==> src/sv/linear_interp_rate_converter_core_macros.svh <==
// Assertion helpers shared by the lri_phase and lri_merge modules.
`ifndef LINEAR_INTERP_RATE_CONVERTER_CORE_MACROS_SVH
`define LINEAR_INTERP_RATE_CONVERTER_CORE_MACROS_SVH

`ifndef SYNTHESIS
`define LRI_ASSERT_IMP(lbl, clk, rst_n, ante, cons) \
    lbl: assert property (@(posedge clk) disable iff (!rst_n) (ante) |-> (cons)) \
        else $error("implication check failed");
`define LRI_ASSERT_NXT(lbl, clk, rst_n, ante, cons) \
    lbl: assert property (@(posedge clk) disable iff (!rst_n) (ante) |=> (cons)) \
        else $error("next-cycle check failed");
`else
`define LRI_ASSERT_IMP(lbl, clk, rst_n, ante, cons)
`define LRI_ASSERT_NXT(lbl, clk, rst_n, ante, cons)
`endif

`endif

==> src/sv/lri_pkg.sv <==
`timescale 1ns / 1ps
package lri_pkg;

    localparam int OUT_PER_BLOCK_DEF = 1920;
    localparam int SAMPLE_BITS_DEF   = 16;
    localparam int CFG_W             = 14;
    localparam logic [CFG_W-1:0] CFG_RESET = 14'd2500;
    localparam int WEIGHT_W          = 16;
    localparam int FIFO_DEPTH        = 8;

    // Items in flight ahead of the lanes
    typedef struct packed {
        logic st1;
        logic st2;
    } lri_flight_t;

endpackage

==> src/sv/linear_interp_rate_converter_core.sv <==
`timescale 1ns / 1ps
// A result word passes the st1 and st2 registers of lri_phase, the lane registers and the output buffer.
// Throughput: one input word per clock while s_tready is high; each input yields zero or one result word.
// The rate is held by an eight-word output buffer that reserves room for words in flight.
// Reset (aresetn low, synchronous): clears the phase, the held sample and the buffer,
// and sets input_per_block to 2500; no clearing pass, the block is ready right away.
module linear_interp_rate_converter_core #(
    parameter int OUT_PER_BLOCK = lri_pkg::OUT_PER_BLOCK_DEF,
    parameter int SAMPLE_BITS   = lri_pkg::SAMPLE_BITS_DEF
) (
    input  logic                                  aclk,
    input  logic                                  aresetn,
    // configuration: input_per_block
    input  logic                                  cfg_wr_en,
    input  logic [lri_pkg::CFG_W-1:0]             cfg_wr_data,
    // input stream
    input  logic                                  s_tvalid,
    output logic                                  s_tready,
    input  logic [((2*SAMPLE_BITS+7)/8)*8-1:0]    s_tdata,  // sample_i, sample_q
    // result stream
    output logic                                  m_tvalid,
    input  logic                                  m_tready,
    output logic [((2*SAMPLE_BITS+7)/8)*8-1:0]    m_tdata   // out_i, out_q
);
    import lri_pkg::*;

    localparam int TW = ((2 * SAMPLE_BITS + 7) / 8) * 8;

    logic                          accept;
    logic signed [SAMPLE_BITS-1:0] in_i, in_q;
    lri_flight_t                   flight;
    logic [WEIGHT_W-1:0]           weight;
    logic signed [SAMPLE_BITS-1:0] a_i, a_q, b_i, b_q;
    logic                          lane_i_valid, lane_q_valid;
    logic signed [SAMPLE_BITS-1:0] res_i, res_q;
    logic [2*SAMPLE_BITS-1:0]      out_word;

    // unpack the input word, in-phase in the low half
    assign in_i   = s_tdata[SAMPLE_BITS-1:0];
    assign in_q   = s_tdata[2*SAMPLE_BITS-1:SAMPLE_BITS];
    assign accept = s_tvalid && s_tready;

    // phase tracker: holds the previous sample, advances the exact phase,
    // and turns the phase into a Q0.16 weight
    lri_phase #(
        .OUT_PER_BLOCK (OUT_PER_BLOCK),
        .SAMPLE_BITS   (SAMPLE_BITS)
    ) u_phase (
        .aclk        (aclk),
        .aresetn     (aresetn),
        .cfg_wr_en   (cfg_wr_en),
        .cfg_wr_data (cfg_wr_data),
        .in_accept   (accept),
        .in_i        (in_i),
        .in_q        (in_q),
        .flight      (flight),
        .weight      (weight),
        .a_i         (a_i),
        .a_q         (a_q),
        .b_i         (b_i),
        .b_q         (b_q)
    );

    // one interpolation lane per component, sharing the weight
    lri_lane #(
        .SAMPLE_BITS (SAMPLE_BITS)
    ) u_lane_i (
        .aclk      (aclk),
        .aresetn   (aresetn),
        .in_valid  (flight.st2),
        .weight    (weight),
        .a         (a_i),
        .b         (b_i),
        .out_valid (lane_i_valid),
        .result    (res_i)
    );

    lri_lane #(
        .SAMPLE_BITS (SAMPLE_BITS)
    ) u_lane_q (
        .aclk      (aclk),
        .aresetn   (aresetn),
        .in_valid  (flight.st2),
        .weight    (weight),
        .a         (a_q),
        .b         (b_q),
        .out_valid (lane_q_valid),
        .result    (res_q)
    );

    // join the lanes into one word and buffer it towards the result port
    lri_merge #(
        .SAMPLE_BITS (SAMPLE_BITS)
    ) u_merge (
        .aclk         (aclk),
        .aresetn      (aresetn),
        .flight       (flight),
        .lane_i_valid (lane_i_valid),
        .lane_q_valid (lane_q_valid),
        .res_i        (res_i),
        .res_q        (res_q),
        .in_ready     (s_tready),
        .out_ready    (m_tready),
        .out_valid    (m_tvalid),
        .out_word     (out_word)
    );

    // pad the result word with zeros up to whole bytes
    assign m_tdata = TW'(out_word);

endmodule

==> src/sv/lri_phase.sv <==
`timescale 1ns / 1ps
`include "linear_interp_rate_converter_core_macros.svh"
module lri_phase #(
    parameter int OUT_PER_BLOCK = lri_pkg::OUT_PER_BLOCK_DEF,
    parameter int SAMPLE_BITS   = lri_pkg::SAMPLE_BITS_DEF
) (
    input  logic                               aclk,
    input  logic                               aresetn,
    input  logic                               cfg_wr_en,
    input  logic [lri_pkg::CFG_W-1:0]          cfg_wr_data,
    input  logic                               in_accept,
    input  logic signed [SAMPLE_BITS-1:0]      in_i,
    input  logic signed [SAMPLE_BITS-1:0]      in_q,
    output lri_pkg::lri_flight_t               flight,
    output logic [lri_pkg::WEIGHT_W-1:0]       weight,
    output logic signed [SAMPLE_BITS-1:0]      a_i,
    output logic signed [SAMPLE_BITS-1:0]      a_q,
    output logic signed [SAMPLE_BITS-1:0]      b_i,
    output logic signed [SAMPLE_BITS-1:0]      b_q
);
    import lri_pkg::*;

    localparam int PHW   = $clog2(OUT_PER_BLOCK);
    localparam int SHIFT = 2 * PHW;
    // ceil(2^(16+SHIFT) / M): exact floor of phase*2^16/M for any phase below M
    localparam longint unsigned RECIP =
        ((64'd1 << (WEIGHT_W + SHIFT)) + 64'(OUT_PER_BLOCK) - 64'd1) / 64'(OUT_PER_BLOCK);
    localparam int RW    = $clog2(RECIP + 1);
    localparam int PRODW = PHW + RW;
    localparam logic [RW-1:0]    RECIP_V = RW'(RECIP);
    localparam logic [CFG_W-1:0] M_V     = CFG_W'(OUT_PER_BLOCK);

    logic [CFG_W-1:0] cfg_reg, cfg_next;
    logic [CFG_W-1:0] phase_reg, phase_next;
    logic             have_prev_reg, have_prev_next;
    logic signed [SAMPLE_BITS-1:0] prev_i_reg, prev_q_reg;

    logic             st1_reg, st1_next;
    logic [PHW-1:0]   ph1_reg;
    logic signed [SAMPLE_BITS-1:0] a1_i_reg, a1_q_reg, b1_i_reg, b1_q_reg;

    logic             st2_reg;
    logic [WEIGHT_W-1:0] w2_reg;
    logic signed [SAMPLE_BITS-1:0] a2_i_reg, a2_q_reg, b2_i_reg, b2_q_reg;

    logic [CFG_W-1:0] step;
    logic             emit;
    logic [CFG_W:0]   advanced;
    logic [PRODW-1:0] wprod;

    always_comb begin
        cfg_next = cfg_wr_en ? cfg_wr_data : cfg_reg;
        step     = (cfg_reg < M_V) ? M_V : cfg_reg;
        emit     = have_prev_reg && (phase_reg < M_V);
        advanced = {1'b0, phase_reg} + {1'b0, step} - {1'b0, M_V};

        phase_next     = phase_reg;
        have_prev_next = have_prev_reg;
        if (in_accept) begin
            have_prev_next = 1'b1;
            if (!have_prev_reg) begin
                phase_next = '0;
            end else if (emit) begin
                phase_next = advanced[CFG_W-1:0];
            end else begin
                phase_next = phase_reg - M_V;
            end
        end
        st1_next = in_accept && emit;

        wprod = PRODW'(ph1_reg) * PRODW'(RECIP_V);
    end

    always_ff @(posedge aclk) begin
        if (!aresetn) begin
            cfg_reg       <= CFG_RESET;
            phase_reg     <= '0;
            have_prev_reg <= 1'b0;
            prev_i_reg    <= '0;
            prev_q_reg    <= '0;
            st1_reg       <= 1'b0;
            st2_reg       <= 1'b0;
        end else begin
            cfg_reg       <= cfg_next;
            phase_reg     <= phase_next;
            have_prev_reg <= have_prev_next;
            if (in_accept) begin
                prev_i_reg <= in_i;
                prev_q_reg <= in_q;
            end
            st1_reg <= st1_next;
            st2_reg <= st1_reg;
        end
    end

    always_ff @(posedge aclk) begin
        ph1_reg  <= phase_reg[PHW-1:0];
        a1_i_reg <= prev_i_reg;
        a1_q_reg <= prev_q_reg;
        b1_i_reg <= in_i;
        b1_q_reg <= in_q;
        w2_reg   <= wprod[SHIFT +: WEIGHT_W];
        a2_i_reg <= a1_i_reg;
        a2_q_reg <= a1_q_reg;
        b2_i_reg <= b1_i_reg;
        b2_q_reg <= b1_q_reg;
    end

    assign flight.st1 = st1_reg;
    assign flight.st2 = st2_reg;
    assign weight     = w2_reg;
    assign a_i        = a2_i_reg;
    assign a_q        = a2_q_reg;
    assign b_i        = b2_i_reg;
    assign b_q        = b2_q_reg;

    `LRI_ASSERT_NXT(a_emit_starts, aclk, aresetn, in_accept && emit, st1_reg)
    `LRI_ASSERT_NXT(a_stage_moves, aclk, aresetn, st1_reg, st2_reg)
    `LRI_ASSERT_IMP(a_first_phase, aclk, aresetn, !have_prev_reg, phase_reg == '0 && !st1_next)

endmodule

==> src/sv/lri_lane.sv <==
`timescale 1ns / 1ps
module lri_lane #(
    parameter int SAMPLE_BITS = lri_pkg::SAMPLE_BITS_DEF
) (
    input  logic                          aclk,
    input  logic                          aresetn,
    input  logic                          in_valid,
    input  logic [lri_pkg::WEIGHT_W-1:0]  weight,
    input  logic signed [SAMPLE_BITS-1:0] a,
    input  logic signed [SAMPLE_BITS-1:0] b,
    output logic                          out_valid,
    output logic signed [SAMPLE_BITS-1:0] result
);
    import lri_pkg::*;

    localparam int DW = SAMPLE_BITS + 1;
    localparam int PW = DW + WEIGHT_W + 1;
    localparam int SW = SAMPLE_BITS + 2;

    logic                 valid_reg;
    logic signed [DW-1:0] diff;
    logic signed [PW-1:0] prod_next, prod_reg;
    logic signed [SAMPLE_BITS-1:0] a_reg;
    logic signed [SW-1:0] shifted, sum;
    logic                 fits;

    always_comb begin
        diff      = DW'(b) - DW'(a);
        prod_next = PW'(diff) * $signed({1'b0, weight});
        // floor(prod / 2^16): arithmetic shift by slice
        shifted   = prod_reg[WEIGHT_W +: SW];
        sum       = SW'(a_reg) + shifted;
        fits      = (sum[SW-1:SAMPLE_BITS-1] == '0) || (sum[SW-1:SAMPLE_BITS-1] == '1);
        if (fits) begin
            result = sum[SAMPLE_BITS-1:0];
        end else begin
            result = {sum[SW-1], {(SAMPLE_BITS-1){~sum[SW-1]}}};
        end
    end

    always_ff @(posedge aclk) begin
        if (!aresetn) begin
            valid_reg <= 1'b0;
        end else begin
            valid_reg <= in_valid;
        end
    end

    always_ff @(posedge aclk) begin
        prod_reg <= prod_next;
        a_reg    <= a;
    end

    assign out_valid = valid_reg;

endmodule

==> src/sv/lri_merge.sv <==
`timescale 1ns / 1ps
`include "linear_interp_rate_converter_core_macros.svh"
module lri_merge #(
    parameter int SAMPLE_BITS = lri_pkg::SAMPLE_BITS_DEF
) (
    input  logic                          aclk,
    input  logic                          aresetn,
    input  lri_pkg::lri_flight_t          flight,
    input  logic                          lane_i_valid,
    input  logic                          lane_q_valid,
    input  logic signed [SAMPLE_BITS-1:0] res_i,
    input  logic signed [SAMPLE_BITS-1:0] res_q,
    output logic                          in_ready,
    input  logic                          out_ready,
    output logic                          out_valid,
    output logic [2*SAMPLE_BITS-1:0]      out_word
);
    import lri_pkg::*;

    localparam int AW   = $clog2(FIFO_DEPTH);
    localparam int CW   = $clog2(FIFO_DEPTH + 1);
    localparam int OW   = $clog2(FIFO_DEPTH + 4);
    localparam int WW   = 2 * SAMPLE_BITS;
    localparam logic [CW-1:0] DEPTH_C = CW'(FIFO_DEPTH);

    logic [WW-1:0] mem_reg [FIFO_DEPTH];
    logic [AW-1:0] wr_ptr_reg, wr_ptr_next, rd_ptr_reg, rd_ptr_next;
    logic [CW-1:0] count_reg, count_next;
    logic [OW-1:0] occupancy;
    logic          wr_en, rd_en;

    always_comb begin
        wr_en = lane_i_valid;
        rd_en = out_valid && out_ready;
        // reserve a slot for every word still on its way down the pipeline
        occupancy = OW'(count_reg) + OW'(flight.st1) + OW'(flight.st2) + OW'(lane_i_valid);
        in_ready  = occupancy < OW'(FIFO_DEPTH);

        wr_ptr_next = wr_en ? wr_ptr_reg + AW'(1) : wr_ptr_reg;
        rd_ptr_next = rd_en ? rd_ptr_reg + AW'(1) : rd_ptr_reg;
        count_next  = count_reg;
        if (wr_en && !rd_en) begin
            count_next = count_reg + CW'(1);
        end else if (!wr_en && rd_en) begin
            count_next = count_reg - CW'(1);
        end
    end

    always_ff @(posedge aclk) begin
        if (!aresetn) begin
            wr_ptr_reg <= '0;
            rd_ptr_reg <= '0;
            count_reg  <= '0;
        end else begin
            wr_ptr_reg <= wr_ptr_next;
            rd_ptr_reg <= rd_ptr_next;
            count_reg  <= count_next;
        end
    end

    always_ff @(posedge aclk) begin
        if (wr_en) begin
            mem_reg[wr_ptr_reg] <= {res_q, res_i};
        end
    end

    assign out_valid = (count_reg != '0);
    assign out_word  = mem_reg[rd_ptr_reg];

    `LRI_ASSERT_IMP(a_lanes_agree, aclk, aresetn, 1'b1, lane_i_valid == lane_q_valid)
    `LRI_ASSERT_IMP(a_no_overflow, aclk, aresetn, wr_en, (count_reg < DEPTH_C) || rd_en)
    `LRI_ASSERT_IMP(a_count_bound, aclk, aresetn, 1'b1, count_reg <= DEPTH_C)

endmodule

==> config.mk <==
export PLATFORM = sky130hd
export DESIGN_NAME = linear_interp_rate_converter_core
export DESIGN_NICKNAME = d
export VERILOG_FILES = /design/src/sv/lri_pkg.sv /design/src/sv/linear_interp_rate_converter_core.sv /design/src/sv/lri_phase.sv /design/src/sv/lri_lane.sv /design/src/sv/lri_merge.sv
export VERILOG_INCLUDE_DIRS = /design/src /design/src/sv
export SDC_FILE = /design/constraint.sdc
export NUM_CORES = 2
export LEC_CHECK = 0
export BUFFER_PORTS_ARGS = -buffer_cell sky130_fd_sc_hd__buf_2
export CORE_ASPECT_RATIO = 0.7
export CORE_MARGIN = 3
export CORE_UTILIZATION = 52
export CTS_BUF_LIST = sky130_fd_sc_hd__clkbuf_8
export DETAILED_ROUTE_END_ITERATION = 16
export GPL_TIMING_DRIVEN = 0
export HOLD_SLACK_MARGIN = 0.1
export PLACE_DENSITY = 0.83
export SKIP_CTS_REPAIR_TIMING = 1
export SLEW_MARGIN = 30
export SYNTH_ARGS = -nofsm -noshare
export SYNTH_HDL_FRONTEND = slang
export SYNTH_HIERARCHICAL = 1
export SYNTH_SLANG_ARGS = --single-unit
==> constraint.sdc <==
create_clock -name aclk -period 6.98 [get_ports aclk]
set_input_delay 0.349 -clock aclk [delete_from_list [all_inputs] [get_ports aclk]]
set_output_delay 0.349 -clock aclk [all_outputs]
set_load 0.05 [all_outputs]
==> summary.md <==
| Metric | Value |
|---|---|
| Fin Hold WS | `0.133 ns` |
| Startpoint type of the worst setup path | `flop` |
| Number of flip-flops under the largest register name | `256` |
| Final setup margin | `-1.31 ns` |
| Final worst path period need | `8.29 ns` |
| Hold Path Depth | `3` |
| Final max-slew violation count | `0` |
| Clock transition at path regs | `0.07 ns` |
| Initial Util | `52.7%` |
| Critical Path Fanout Max | `8` |
| Synth Net Count | `5014` |
| Final setup fails | `34` |
| First-pass GRT wire length | `176 mm` |
| Synth warn | `6` |
| Gr ovfl total | `0` |
| Commonest non-fill, non-tap cell in the layout | `inv_1` |
| Input/output buffers | `83` |
| HPWL after DPL | `87.7 mm` |
| Rel. slew slack | `25.7%` |
| IO Count | `85` |
| DRT iter0 DRCs | `2981` |
| Routed WL | `120 mm` |
| Later-pin clock latency in the skew report | `0.70 ns` |
| Vert. Die Dim | `251 um` |
| Final setup TNS | `-23.71 ns` |
| Gr usage total | `25.3%` |
| Number of vias per cell | `5.61` |
| Critical R2R Launch | `u_phase/a_q[1]` |
| Nets | `5373` |
| WS Path Type | `reg2reg` |
| FP Rows | `89` |
| Detailed-route via count | `31676` |
| Outcome | `complete, but fails checks` |
| Antenna violations before repair | `5` |
| Most frequent cells in the layout | `762 x inv_1, 530 x fa_1, 327 x nand2_1` |
| Pre-CTS WS | `-2.04 ns` |
| Core area | `84600 sq um` |
| Initial DRT Pass Iterations | `7` |
| Failing checks | `setup timing` |
| Post-synthesis area per instance | `10.9 sq um` |
| Die Wd | `356 um` |
| Min-Delay Endpoint | `u_phase/cfg_reg[0]` |
| Share of post-route cells with drive strength above 1 | `18.4%` |
| Slowest cell on crit path | `or4_4` |
| Max stage delay on crit path | `0.58 ns` |
| CTS tree | `built` |
| Total count of hold-check failures in the final report | `0` |
| Pin count of the biggest net entering global routing | `20` |
| H-tree depth | `3` |
| Mapped Area | `44600 sq um` |
| Setup Skew | `0.0418 ns` |
| Syn Inst Count | `4085` |
| DRC errors left | `0` |
| Least-Margin Pin Slew | `1.11 ns` |
| Core Util, Final | `61.5%` |
| Min-delay src | `cfg_wr_en` |
| Max-Cap Viols | `0` |
| WP buf/inv | `8` |
| CP required | `7.52 ns` |
| R2R Path End | `u_lane_q/prod_reg[32]` |
| Worst path most repeated cell | `fa_1` |
| RePlAce Congestion | `0.970` |
| Die ar. | `89400 sq um` |
| Family with the most delay on the worst path | `adder cells` |
| Fmax | `121 MHz` |
| WL/cell | `21.2 um` |
| CP endpoint kind | `flop` |
| Root buffer selected by CTS | `clkbuf_8` |
| Final period utilization | `119%` |
| Worst hold path type | `in2reg` |
| Reg2Reg Depth | `33` |
| Vias in the first global route | `31150` |
| Antenna viol nets, final | `0` |
| RSZ-0062 raised after global routing | `true` |
| CTS Buffer Depth | `3` |
| Sink Count | `556` |
| Cts bufs inserted | `80` |
| P&R area growth vs syn | `16.8%` |
| CP arrival | `8.83 ns` |
| Reg-to-reg setup timing slack | `-1.31 ns` |
## final cells by class
cell class                      count  area [sq um]
Antenna cell                        3          7.51
Buffer                            138           853
Clock buffer                       98          1350
Clock inverter                     48           305
Fill cell                        6191         32600
Inverter                          776          2920
Multi-Input combinational cell   2613         29200
Sequential cell                   556         13700
Tap cell                         1137          1420
Timing Repair Buffer              279          2310
## per-stage QoR
stage	instance area, sq um	instances
2_1_floorplan	45000	4085
3_3_place_gp	46800	5305
6_report	52100	5648
4_1_cts	48800	5467
3_5_place_dp	47100	5321
5_1_grt	52100	5646
## how the worst max path moves through the flow
stage                     slack [ns]                     to            from  cells after the start
after floorplan                -0.19  u_lane_q/prod_reg[32]  u_phase/a_q[1]                     32
after global placement         -1.86  u_lane_q/prod_reg[31]  u_phase/a_q[1]                     31
after detailed placement       -2.04  u_lane_q/prod_reg[32]  u_phase/a_q[0]                     30
after CTS                      -2.12  u_lane_q/prod_reg[32]  u_phase/a_q[0]                     30
after global routing           -1.48  u_lane_q/prod_reg[31]  u_phase/a_q[0]                     31
final                          -1.31  u_lane_q/prod_reg[32]  u_phase/a_q[1]                     33
## worst register-to-register path, delay by kind of cell, from the launching register on
kind                     cells  cell delay, ns
adder cells (fa/ha/maj)      8            3.71
AO/OA/AOI/OAI               12            1.88
buffers and inverters        8            0.75
AND/OR/NAND/NOR              2            0.67
multiplexers                 2            0.43
flip-flops                   1            0.36
XOR/XNOR                     1            0.32
## metal layers
| layer | global-route usage, % | vias to the layer above | share of wire, % |
|---|---|---|---|
| met5 | 0 | - | 0.031 |
| met4 | 5.07 | 6 | 2.5 |
| met3 | 8.87 | 268 | 13 |
| met2 | 36.9 | 1673 | 44 |
| met1 | 36.6 | 15776 | 41 |
| li1 | - | 13953 | - |
Power is not shown: default switching activity piles up to over one toggle a cycle in this logic, so the estimate is an artifact.
